[src/design/assert_macros.svh]
// Assertion macros shared by the mean distance design.
// Each macro asserts at the rising edge of clk_i and is off while rst_ni is low.
`ifndef ASSERT_MACROS_SVH
`define ASSERT_MACROS_SVH

// A property that holds at every clock edge.
`define MED_ASSERT(lbl, prop, msg) \
  lbl: assert property (@(posedge clk_i) disable iff (!rst_ni) (prop)) \
    else $error(msg);

// A consequent that must hold in the same cycle as its antecedent.
`define MED_ASSERT_IMP(lbl, ante, cons, msg) \
  lbl: assert property (@(posedge clk_i) disable iff (!rst_ni) (ante) |-> (cons)) \
    else $error(msg);

// A consequent that must hold in the cycle after its antecedent.
`define MED_ASSERT_NXT(lbl, ante, cons, msg) \
  lbl: assert property (@(posedge clk_i) disable iff (!rst_ni) (ante) |=> (cons)) \
    else $error(msg);

`endif

[src/design/med_pkg.sv]
// Package of the mean Euclidean distance block: field widths, word types,
// register indexes and defaults. Depends on nothing.
package med_pkg;

  localparam int unsigned COORD_W   = 16;
  localparam int unsigned MEAN_W    = 25;
  localparam int unsigned COUNT_W   = 11;
  localparam int unsigned SUM_W     = 35;
  localparam int unsigned SQSUM_W   = 33;
  localparam int unsigned CFG_IDX_W = 2;

  localparam int unsigned MAX_POINTS_DEF = 1024;

  // Configuration register indexes.
  localparam logic [CFG_IDX_W-1:0] REG_REF_X = 2'd0;
  localparam logic [CFG_IDX_W-1:0] REG_REF_Y = 2'd1;

  typedef struct packed {
    logic signed [COORD_W-1:0] point_x;
    logic signed [COORD_W-1:0] point_y;
    logic                      last_point;
  } in_word_t;

  typedef struct packed {
    logic [MEAN_W-1:0]  mean_distance;
    logic [COUNT_W-1:0] point_count;
    logic               overflow;
  } out_word_t;

endpackage

[src/design/mean_euclidean_distance.sv]
// Mean Euclidean distance of a point list to a configured reference point.
// A counted point is accepted only in idle, and the input stalls until its work,
// the 16-step shift-add squaring and the 25-step bit-serial square root, is done.
// A point past the maximum count is dropped and sets the overflow flag. A last
// point also runs the 35-step serial divide before its word appears.
// Reset clears the reference point, the sum, the count and the flag.
module mean_euclidean_distance #(
  parameter int unsigned MAX_POINTS = med_pkg::MAX_POINTS_DEF
) (
  input  logic                             clk_i,
  input  logic                             rst_ni,
  input  logic                             cfg_we_i,
  input  logic [med_pkg::CFG_IDX_W-1:0]    cfg_idx_i,
  input  logic [med_pkg::COORD_W-1:0]      cfg_data_i,
  input  logic                             in_valid_i,
  output logic                             in_stall_o,
  input  med_pkg::in_word_t                in_word_i,
  output logic                             out_valid_o,
  input  logic                             out_stall_i,
  output med_pkg::out_word_t               out_word_o
);

  `include "assert_macros.svh"

  localparam int unsigned CntW = $clog2(MAX_POINTS + 1);
  localparam int unsigned CW   = med_pkg::COORD_W;
  localparam int unsigned MulW = $clog2(CW + 1);

  typedef enum logic [6:0] {
    ST_IDLE   = 7'b0000001,
    ST_ABS    = 7'b0000010,
    ST_MUL    = 7'b0000100,
    ST_SUMSQ  = 7'b0001000,
    ST_ROOT   = 7'b0010000,
    ST_DSTART = 7'b0100000,
    ST_DIV    = 7'b1000000
  } state_e;

  state_e                         state_q, state_d;
  logic signed [CW-1:0]           ref_x_q, ref_y_q;
  logic signed [CW-1:0]           px_q, py_q;
  logic                           last_q;
  logic [CW-1:0]                  ax_q, ay_q;
  logic [2*CW-1:0]                mx_q, my_q;
  logic [MulW-1:0]                mul_cnt_q;
  logic [2*CW-1:0]                sqx_q, sqy_q;
  logic [med_pkg::SUM_W-1:0]      sum_q, sum_d;
  logic [CntW-1:0]                cnt_q, cnt_d;
  logic                           ovf_q, ovf_d;
  logic                           out_valid_q, out_valid_d;
  med_pkg::out_word_t             out_q;
  logic                           in_acc, out_acc, out_load;
  logic                           cnt_full;
  logic signed [CW:0]             dx, dy, nx, ny;
  logic [CW-1:0]                  abs_x, abs_y;
  logic                           sqrt_start, sqrt_busy;
  logic [med_pkg::MEAN_W-1:0]     root;
  logic [med_pkg::SQSUM_W-1:0]    sqsum;
  logic                           div_start, div_busy;
  logic [med_pkg::SUM_W-1:0]      quotient;

  // Configuration registers.
  always_ff @(posedge clk_i or negedge rst_ni) begin
    if (!rst_ni) begin
      ref_x_q <= '0;
      ref_y_q <= '0;
    end else if (cfg_we_i) begin
      case (cfg_idx_i)
        med_pkg::REG_REF_X: ref_x_q <= cfg_data_i;
        med_pkg::REG_REF_Y: ref_y_q <= cfg_data_i;
        default: ;
      endcase
    end
  end

  assign in_stall_o = (state_q != ST_IDLE);
  assign in_acc     = in_valid_i && !in_stall_o;
  assign out_acc    = out_valid_q && !out_stall_i;
  assign cnt_full   = (cnt_q == CntW'(MAX_POINTS));

  // Differences are exact at 17 bits; their magnitudes fit in 16.
  always_comb begin
    dx    = {px_q[CW-1], px_q} - {ref_x_q[CW-1], ref_x_q};
    dy    = {py_q[CW-1], py_q} - {ref_y_q[CW-1], ref_y_q};
    nx    = '0 - dx;
    ny    = '0 - dy;
    abs_x = dx[CW] ? nx[CW-1:0] : dx[CW-1:0];
    abs_y = dy[CW] ? ny[CW-1:0] : dy[CW-1:0];
  end

  assign sqsum      = {1'b0, sqx_q} + {1'b0, sqy_q};
  assign sqrt_start = (state_q == ST_SUMSQ);
  assign div_start  = (state_q == ST_DSTART);
  assign out_load   = (state_q == ST_DIV) && !div_busy && (!out_valid_q || !out_stall_i);

  always_comb begin
    state_d     = state_q;
    sum_d       = sum_q;
    cnt_d       = cnt_q;
    ovf_d       = ovf_q;
    out_valid_d = out_valid_q;
    if (out_acc) begin
      out_valid_d = 1'b0;
    end
    case (state_q)
      ST_IDLE: begin
        if (in_acc) begin
          if (cnt_full) begin
            ovf_d   = 1'b1;
            state_d = in_word_i.last_point ? ST_DSTART : ST_IDLE;
          end else begin
            state_d = ST_ABS;
          end
        end
      end
      ST_ABS:    state_d = ST_MUL;
      ST_MUL:    state_d = (mul_cnt_q == MulW'(1)) ? ST_SUMSQ : ST_MUL;
      ST_SUMSQ:  state_d = ST_ROOT;
      ST_ROOT: begin
        if (!sqrt_busy) begin
          sum_d   = sum_q + {{(med_pkg::SUM_W - med_pkg::MEAN_W){1'b0}}, root};
          cnt_d   = cnt_q + CntW'(1);
          state_d = last_q ? ST_DSTART : ST_IDLE;
        end
      end
      ST_DSTART: state_d = ST_DIV;
      ST_DIV: begin
        // The finished word waits here until the output register is free.
        if (out_load) begin
          out_valid_d = 1'b1;
          sum_d       = '0;
          cnt_d       = '0;
          ovf_d       = 1'b0;
          state_d     = ST_IDLE;
        end
      end
      default: state_d = ST_IDLE;
    endcase
  end

  always_ff @(posedge clk_i or negedge rst_ni) begin
    if (!rst_ni) begin
      state_q     <= ST_IDLE;
      sum_q       <= '0;
      cnt_q       <= '0;
      ovf_q       <= 1'b0;
      out_valid_q <= 1'b0;
    end else begin
      state_q     <= state_d;
      sum_q       <= sum_d;
      cnt_q       <= cnt_d;
      ovf_q       <= ovf_d;
      out_valid_q <= out_valid_d;
    end
  end

  always_ff @(posedge clk_i) begin
    if (in_acc) begin
      px_q   <= in_word_i.point_x;
      py_q   <= in_word_i.point_y;
      last_q <= in_word_i.last_point;
    end
    if (state_q == ST_ABS) begin
      ax_q      <= abs_x;
      ay_q      <= abs_y;
      mx_q      <= {{CW{1'b0}}, abs_x};
      my_q      <= {{CW{1'b0}}, abs_y};
      sqx_q     <= '0;
      sqy_q     <= '0;
      mul_cnt_q <= MulW'(CW);
    end
    if (state_q == ST_MUL) begin
      // Shift-add squaring: one multiplier bit per cycle, least significant first.
      if (ax_q[0]) sqx_q <= sqx_q + mx_q;
      if (ay_q[0]) sqy_q <= sqy_q + my_q;
      ax_q      <= ax_q >> 1;
      ay_q      <= ay_q >> 1;
      mx_q      <= mx_q << 1;
      my_q      <= my_q << 1;
      mul_cnt_q <= mul_cnt_q - MulW'(1);
    end
    if (out_load) begin
      out_q.mean_distance <= (cnt_q == '0) ? '0 : quotient[med_pkg::MEAN_W-1:0];
      out_q.point_count   <= med_pkg::COUNT_W'(cnt_q);
      out_q.overflow      <= ovf_q;
    end
  end

  med_isqrt u_isqrt (
    .clk_i   (clk_i),
    .rst_ni  (rst_ni),
    .start_i (sqrt_start),
    .rad_i   (sqsum),
    .busy_o  (sqrt_busy),
    .root_o  (root)
  );

  med_div #(
    .CntW (CntW)
  ) u_div (
    .clk_i      (clk_i),
    .rst_ni     (rst_ni),
    .start_i    (div_start),
    .dividend_i (sum_q),
    .divisor_i  (cnt_q),
    .busy_o     (div_busy),
    .quotient_o (quotient)
  );

  assign out_valid_o = out_valid_q;
  assign out_word_o  = out_q;

  `MED_ASSERT(a_cnt_bound, cnt_q <= CntW'(MAX_POINTS), "Point count exceeds the maximum.")
  `MED_ASSERT_IMP(a_word_src, $rose(out_valid_q), $past(state_q) == ST_DIV, "Stray word.")
  `MED_ASSERT_IMP(a_clear_on_word, $rose(out_valid_q), cnt_q == '0 && !ovf_q, "List not cleared.")
  `MED_ASSERT_NXT(a_sqrt_runs, state_q == ST_SUMSQ, sqrt_busy, "Square root did not start.")

endmodule

[src/design/med_isqrt.sv]
// Bit-serial integer square root of a squared distance shifted left by 16.
// Two radicand bits enter per cycle; uses med_pkg for widths.
module med_isqrt (
  input  logic                       clk_i,
  input  logic                       rst_ni,
  input  logic                       start_i,
  input  logic [med_pkg::SQSUM_W-1:0] rad_i,
  output logic                       busy_o,
  output logic [med_pkg::MEAN_W-1:0] root_o
);

  // The radicand is padded to an even width; sixteen zero bits follow it.
  localparam int unsigned RadW  = med_pkg::SQSUM_W + 1;
  localparam int unsigned Steps = med_pkg::MEAN_W;
  localparam int unsigned StepW = $clog2(Steps + 1);
  localparam int unsigned RemW  = med_pkg::MEAN_W + 1;

  logic [RadW-1:0]              rad_q, rad_d;
  logic [RemW-1:0]              rem_q, rem_d;
  logic [med_pkg::MEAN_W-1:0]   root_q, root_d;
  logic [StepW-1:0]             step_q, step_d;
  logic [RemW+1:0]              rem_sh;
  logic [RemW+1:0]              trial;

  always_comb begin
    rem_sh = {rem_q, rad_q[RadW-1 -: 2]};
    trial  = {1'b0, root_q, 2'b01};
    rad_d  = rad_q;
    rem_d  = rem_q;
    root_d = root_q;
    step_d = step_q;
    if (start_i) begin
      rad_d  = {1'b0, rad_i};
      rem_d  = '0;
      root_d = '0;
      step_d = StepW'(Steps);
    end else if (step_q != '0) begin
      rad_d  = {rad_q[RadW-3:0], 2'b00};
      step_d = step_q - StepW'(1);
      if (rem_sh >= trial) begin
        rem_d  = RemW'(rem_sh - trial);
        root_d = {root_q[med_pkg::MEAN_W-2:0], 1'b1};
      end else begin
        rem_d  = rem_sh[RemW-1:0];
        root_d = {root_q[med_pkg::MEAN_W-2:0], 1'b0};
      end
    end
  end

  always_ff @(posedge clk_i or negedge rst_ni) begin
    if (!rst_ni) begin
      step_q <= '0;
    end else begin
      step_q <= step_d;
    end
  end

  always_ff @(posedge clk_i) begin
    rad_q  <= rad_d;
    rem_q  <= rem_d;
    root_q <= root_d;
  end

  assign busy_o = (step_q != '0);
  assign root_o = root_q;

endmodule

[src/design/med_div.sv]
// Bit-serial restoring divider for the distance sum over the point count.
// One quotient bit per cycle; uses med_pkg for the sum width.
module med_div #(
  parameter int unsigned CntW = 11
) (
  input  logic                      clk_i,
  input  logic                      rst_ni,
  input  logic                      start_i,
  input  logic [med_pkg::SUM_W-1:0] dividend_i,
  input  logic [CntW-1:0]           divisor_i,
  output logic                      busy_o,
  output logic [med_pkg::SUM_W-1:0] quotient_o
);

  localparam int unsigned Steps = med_pkg::SUM_W;
  localparam int unsigned StepW = $clog2(Steps + 1);

  logic [med_pkg::SUM_W-1:0] quo_q, quo_d;
  logic [CntW-1:0]           rem_q, rem_d;
  logic [CntW-1:0]           dvs_q, dvs_d;
  logic [StepW-1:0]          step_q, step_d;
  logic [CntW:0]             rem_sh;
  logic                      fits;

  always_comb begin
    rem_sh = {rem_q, quo_q[med_pkg::SUM_W-1]};
    fits   = (rem_sh >= {1'b0, dvs_q});
    quo_d  = quo_q;
    rem_d  = rem_q;
    dvs_d  = dvs_q;
    step_d = step_q;
    if (start_i) begin
      quo_d  = dividend_i;
      rem_d  = '0;
      dvs_d  = divisor_i;
      step_d = StepW'(Steps);
    end else if (step_q != '0) begin
      // The dividend shifts out of the top while quotient bits enter below.
      quo_d  = {quo_q[med_pkg::SUM_W-2:0], fits};
      rem_d  = fits ? CntW'(rem_sh - {1'b0, dvs_q}) : rem_sh[CntW-1:0];
      step_d = step_q - StepW'(1);
    end
  end

  always_ff @(posedge clk_i or negedge rst_ni) begin
    if (!rst_ni) begin
      step_q <= '0;
    end else begin
      step_q <= step_d;
    end
  end

  always_ff @(posedge clk_i) begin
    quo_q <= quo_d;
    rem_q <= rem_d;
    dvs_q <= dvs_d;
  end

  assign busy_o     = (step_q != '0);
  assign quotient_o = quo_q;

endmodule
[config.mk]
export PLATFORM = sky130hd
export DESIGN_NAME = mean_euclidean_distance
export DESIGN_NICKNAME = d
export VERILOG_FILES = /design/src/design/med_pkg.sv /design/src/design/mean_euclidean_distance.sv /design/src/design/med_isqrt.sv /design/src/design/med_div.sv
export VERILOG_INCLUDE_DIRS = /design/src /design/src/design
export SDC_FILE = /design/constraint.sdc
export NUM_CORES = 1
export LEC_CHECK = 0
export BUFFER_PORTS_ARGS = -buffer_cell sky130_fd_sc_hd__buf_2
export CAP_MARGIN = 25
export CELL_PAD_IN_SITES_DETAIL_PLACEMENT = 1
export CELL_PAD_IN_SITES_GLOBAL_PLACEMENT = 2
export CORE_ASPECT_RATIO = 1.4
export CORE_MARGIN = 4
export CORE_UTILIZATION = 41
export DETAILED_ROUTE_END_ITERATION = 8
export GPL_ROUTABILITY_DRIVEN = 1
export PLACE_DENSITY = 0.91
export SLEW_MARGIN = 5
export SYNTH_ARGS = -nofsm -noshare
export SYNTH_HDL_FRONTEND = slang
export SYNTH_HIERARCHICAL = 1
export SYNTH_SLANG_ARGS = --single-unit
export TNS_END_PERCENT = 30
[constraint.sdc]
create_clock -name clk_i -period 5.25 [get_ports clk_i]
set_clock_uncertainty 0.05 [all_clocks]
set_input_delay 0.2625 -clock clk_i [delete_from_list [all_inputs] [get_ports clk_i]]
set_output_delay 0.2625 -clock clk_i [all_outputs]
set_load 0.1 [all_outputs]
# == Word-level counts from Yosys, hierarchy flattened ==
# Index checks and enable logic that the tools add are counted.
# totals
register_bits,475
in_bits,56
output_inout_bits,39
wordCells,137
# classes
add_sub_neg,14
magnitude_cmp,2
eq_ne,15
muxes,50
n_reduce_logical,23
# op_table
cell,count
2-to-1 mux 32 bit,10
2-to-1 mux 35 bit,4
one-hot mux 35 bit (2 select lines),1
2-to-1 mux 33 bit,2
adder 32 bit,2
2-to-1 mux 15 bit,4
one-hot mux 7 bit (7 select lines),1
adder 35 x 25 -> 35 bit,1
subtractor 16 x 16 -> 17 bit,2
adder 32 x 32 -> 33 bit,1
2-to-1 mux 11 bit,3
2-to-1 mux 16 bit,2
"subtractor 1 x 16 -> 16 bit, first input constant",2
2-to-1 mux 6 bit,5
>= comparator 28 x 27 -> 1 bit,1
2-to-1 mux 26 bit,1
subtractor 26 bit,1
one-hot mux 11 bit (2 select lines),1
2-to-1 mux 7 bit,3
2-to-1 mux 5 bit,4
>= comparator 12 x 11 -> 1 bit,1
"adder 11 x 1 -> 11 bit, second input constant",1
"equality test 11 bit, second input constant",1
zero test 11 bit,1
other kinds (27),49

# == Logic depth before layout (Yosys ltp) ==
# depth
depth_word,6
mapped_depth,17
ltp_nobuf,15

# == Cells and area by module ==
# Netlist, hierarchy kept.
# by_module_without_submodules
module,instances,cells_each,area_per_inst_um2,seq_area_each_um2
mean_euclidean_distance,1,2028,19752.7,8554.5
med_isqrt,1,559,5129.9,2157.1
med_div,1,264,3196.8,1751.7

# == Worst setup path after synthesis ==
# OpenSTA, ideal clock, no wires.
# synth_path
path_type,reg-to-reg
from,register state_q[5]
to,register last_q (enable)
setup_ps,424
arrival_ps,3684
required_time_ps,4776
slack_ps,1092
path_stages_with_launch,5
n_path_buf,0
period_less_slack_ps,4158
path_cell_list,dfrtp_1 > or2_2 > nor4_1 > nand3b_1 > nor2_1
# synth_between
elab_chain_len,3
# synth_lines
element,line_no,source
start: declaration,mean_euclidean_distance.sv:39,"state_e state_q, state_d;"
start signal: assignment,mean_euclidean_distance.sv:149,state_q <= state_d;
inequality test 7 x 1 -> 1 bit,mean_euclidean_distance.sv:76,assign in_stall_o = (state_q != ST_IDLE);
named net in_stall_o,mean_euclidean_distance.sv:16,"output logic in_stall_o,"
zero test 1 bit,mean_euclidean_distance.sv:77,assign in_acc = in_valid_i && !in_stall_o;
logical AND 1 bit,mean_euclidean_distance.sv:77,
named net in_acc,mean_euclidean_distance.sv:52,"logic in_acc, out_acc, out_load;"
end signal: assignment,mean_euclidean_distance.sv:161,last_q <= in_word_i.last_point;
end: declaration,mean_euclidean_distance.sv:42,logic last_q;
# The timed path passes the listed nets, and every way through them passes these cells.
# A chain may end at the register's enable or synchronous reset.

# == Final worst setup path ==
# layout_path
from,register sqx_q[0]
to,register u_isqrt.rad_q[30] (data pin)
# layout_between
elab_chain_len,2
# layout_lines
element,line_no,source
start: declaration,mean_euclidean_distance.sv:46,"logic [2*CW-1:0] sqx_q, sqy_q;"
start signal: assignment,mean_euclidean_distance.sv:174,if (ax_q[0]) sqx_q <= sqx_q + mx_q;
adder 32 x 32 -> 33 bit,mean_euclidean_distance.sv:91,"assign sqsum = {1'b0, sqx_q} + {1'b0, sqy_q};"
"named net sqsum, one bit",mean_euclidean_distance.sv:58,logic [med_pkg::SQSUM_W-1:0] sqsum;
2-to-1 mux 33 bit,med_isqrt.sv:32,if (start_i) begin
named net u_isqrt.rad_d[30],med_isqrt.sv:18,"logic [RadW-1:0] rad_q, rad_d;"
end signal: assignment,med_isqrt.sv:59,rad_q <= rad_d;
end: declaration,med_isqrt.sv:18,
# The timed path passes the listed nets, and every way through them passes these cells.

==> results.cfg <==
[yosys]
yosysMostFrequentCell = edfxtp_1
ys.flop_type = edfxtp_1
synth_area_leaders = edfxtp_1 26%, dfxtp_1 9.3%, ha_1 8.8%
syn_area_um2 = 28080
ys.warnings.count = 6
synth.avg_cell_area_um2 = 9.849
synth_top_area_frac = 0.2631
async_flop_share = 0.2063
ys_seq_elements = 475
synth-edff-count = 246
post-synth-top-area-cell = edfxtp_1
netlist_instances = 2851
synth_commonest_cells = 246 x edfxtp_1, 241 x nand2_1, 205 x a21oi_1
synth_cell_types = 100
syn_nets = 3112
synth-seq-area-share = 0.4439

[drt]
routed_via_density = 5.612
dr.first_iter.drc_count = 895
wire_per_inst_um = 19.31
drt_pass1_iterations = 5
drcViolationCount = 0
vias = 21750
drt_wl_total_mm = 74.85
ant_nets = 0

[timing]
clock.fmax_mhz = 255.0
rsz0062_at_grt = no
setup_viol = 0
finalSetupTns_ns = 0
relSlewSlack = 0.3562
tightest_slew_ns = 0.9628
fin_hold_ws_ns = 0.1526
finalCritPeriodShare = 0.7470
final_hold_viol_count = 0
finalMaxSlewViolations = 0
period_minus_slack_ns = 3.922

[setup_path]
worstSetupStartpoint = sqx_q[0]
crit_top_cell = nand3_1
r2r-start = sqx_q[0]
endpoint = u_isqrt/rad_q[30]
rrSetupSlack_ns = 1.33
worstPathCellList = ha_1 > inv_1 > fa_1 > nor2b_1 > o2111ai_1 > nand3_1 > nand3_1 > a21oi_1 > a221oi_1 > o21ai_1 > a2111oi_0 > nor2_1 > xor2_1 > mux2_2
max_stage_delay_ns = 0.60
reg2reg_depth = 14
startpoint_type = flip-flop
worst_ep_arrival_time_ns = 4.22
r2r-end = u_isqrt/rad_q[30]
critPathMaxFanout = 3
crit_path_top_delay_cell = a2111oi_0
worstPathRequired_ns = 5.55
worstSetupPathType = flip-flop to flip-flop
end_kind = flip-flop

[placed_design]
place_hpwl_mm = 54.81
port_buffers = 94
gp_congestion = 0.8980

[clocking]
cts.sinks = 475
clock_latency_ns = 0.63
htreeDepth = 2
cts_buffers = 51
cts_tree = yes
cts_root_buf = clkbuf_16
cts_resized = 0
cts_setup_buffers = 0
path_clk_slew_ns = 0.06
clockBufferDepth = 3

[cells_and_area]
nets = 3231
drive_above_1_share = 0.1168
areaGrowthSynthToFinish_pct = 12.80

[job]
cap_violations = 0

[die]
start_util = 0.4138
die_h_um = 317.6
die_x_um = 229.2
dieArea_um2 = 72800
core_area_um2 = 67870
rows = 113
ios = 95

[grt]
use_met1 = 0.2215
grt_use_met3 = 0.02373
grt_overflow = 0
grt_pass1_wl_mm = 122.0
grt_pass1_vias = 23630
gr-usage-all-layers = 0.2007
antenna_found_initial = 2
met2_usage = 0.3901
grt_max_degree = 77
top_usage_layer = met2

[power_and_ir_drop]
p_int_w = 0.01119
switching_share = 0.4005
comb_power_share = 0.470
vdd.ir_drop.worst_v = 0.0002923
p_clk_frac = 0.200
p_switching_w = 0.007479
pwr-share-seq = 0.330
power_density_nw_per_um2 = 589.5
p_leak_nw = 13.37

[hold_path]
hold_class = primary input to flip-flop

[outcome]
outcome = finished, final reports clean
==> per-layer routing <==
layer	routed length (um)	part of all wire	vias up
li1	-	-	10640
met1	29810	0.40	10700
met2	40430	0.54	265
met3	1776	0.024	146
met4	2843	0.038	0
met5	0	0	-
==> flip-flops by register name, indices dropped and copies added, names as in the netlist, 7 cells and up <==
name	count
u_isqrt/rad_q	34
u_isqrt/root_o	25
my_q	32
py_q	16
cnt_q	11
sqx_q	32
u_div/dvs_q	11
sqy_q	32
out_word_o	37
mx_q	32
ref_x_q	16
ay_q	16
state_q	7
ref_y_q	16
u_div/rem_q	11
px_q	16
ax_q	16
u_div/quotient_o	35
u_isqrt/rem_q	26
sum_q	35
==> worst min-delay path by stage <==
stage / depth (start not counted) / start / end / slack [ns]
2_1_floorplan: 0 / rst_ni / cnt_q[0] / -0.08
3_3_place_gp: 1 / rst_ni / cnt_q[5] / 0.32
3_5_place_dp: 1 / rst_ni / cnt_q[5] / 0.33
4_1_cts: 5 / cfg_idx_i[1] / ref_x_q[11] / 0.11
5_1_grt: 4 / cfg_idx_i[0] / ref_x_q[11] / 0.16
6_report: 4 / cfg_idx_i[1] / ref_x_q[2] / 0.15
==> layout by cell type, fill, tap and decap left out, types with 9 or more instances in the layout <==
master	n
nand2_1	240
a211oi_1	32
nor4_1	10
and3_1	14
mux2_2	96
o21ai_0	203
o21bai_1	12
o211ai_1	19
xnor2_1	100
and2_1	74
o31ai_1	27
ha_1	198
nand3b_1	15
nor2b_1	22
a311oi_1	17
nand4_1	21
inv_1	139
dfrtp_1	97
or2_2	13
buf_2	93
nor3_1	43
dlygate4sd3_1	52
mux2i_1	17
edfxtp_1	246
a21oi_1	205
a31oi_1	29
xor2_1	86
a22o_1	26
clkbuf_16	54
clkinv_2	10
buf_4	25
o21a_1	34
clkbuf_1	10
or3_1	19
nand3_1	112
nor2_1	190
a21boi_0	9
nand2b_1	35
a21o_1	63
dfxtp_1	131
==> cell type report <==
type	instances	area [um^2]
repair buffers	171	1194
diodes	1	2.502
flip-flops and latches	475	12460
well taps	862	1079
fillers	7548	36190
multi-input cells	2129	14680
inverters	142	534.3
clock buffers	66	1416
clock inverters	30	304.0
==> cell families (layout without fill, tap and decap cells) <==
logic type | Yosys count | after routing | share of synthesized area
fa+ha+maj | 205 | 205 | 0.09322
mux | 113 | 113 | 0.04456
buf+inv | 247 | 409 | 0.03431
simple gates | 848 | 848 | 0.1478
other cells | 0 | 1 | 0
xor+xnor | 186 | 186 | 0.05802
compound gates | 777 | 777 | 0.1782
flops | 475 | 475 | 0.4439
==> critical path, delay by kind of cell (launching register included) <==
kind / cells / cell delay, ns
xor gates and xnor gates: 1 / 0.16
adders and majority gates: 2 / 0.45
AOI/OAI and AO/OA: 5 / 1.73
buffers and inverters: 1 / 0.08
and+or+nand+nor: 4 / 0.58
DFF: 1 / 0.34
muxes: 1 / 0.26
==> power by group through the flow <==
| stage | combinational, W | sequential (W) | clock, W |
|---|---|---|---|
| after floorplan | 0.00678 | 0.00589 | 0 |
| after global placement | 0.00833 | 0.00619 | 0 |
| after detailed placement | 0.00871 | 0.00624 | 0 |
| after CTS | 0.00882 | 0.00618 | 0.00383 |
| after global routing | 0.00984 | 0.00630 | 0.00398 |
| final | 0.00878 | 0.00616 | 0.00373 |
==> metrics by stage <==
| stage | worst slack (ns) | std cells | total power, W | area [um^2] | util |
|---|---|---|---|---|---|
| 2_1_floorplan | 1.092 | 2851 | 0.01268 | 28080 | - |
| 3_3_place_gp | 1.467 | 3726 | 0.01452 | 29410 | 0.4334 |
| 3_5_place_dp | 1.374 | 3727 | 0.01495 | 29430 | 0.4337 |
| 4_1_cts | 1.333 | 3875 | 0.01882 | 31670 | 0.4667 |
| 5_1_grt | 1.010 | 3876 | 0.02012 | 31670 | 0.4667 |
| 6_report | 1.328 | 3876 | 0.01867 | 31670 | 0.4667 |
==> what timing repair did <==
| item | in CTS | in global routing |
|---|---|---|
| hold buffers | 52 | 0 |
| endpoints found under the setup margin | 0 | 0 |
| hold endpoints to repair | 122 | 0 |
(Power assumes the default switching activity.)
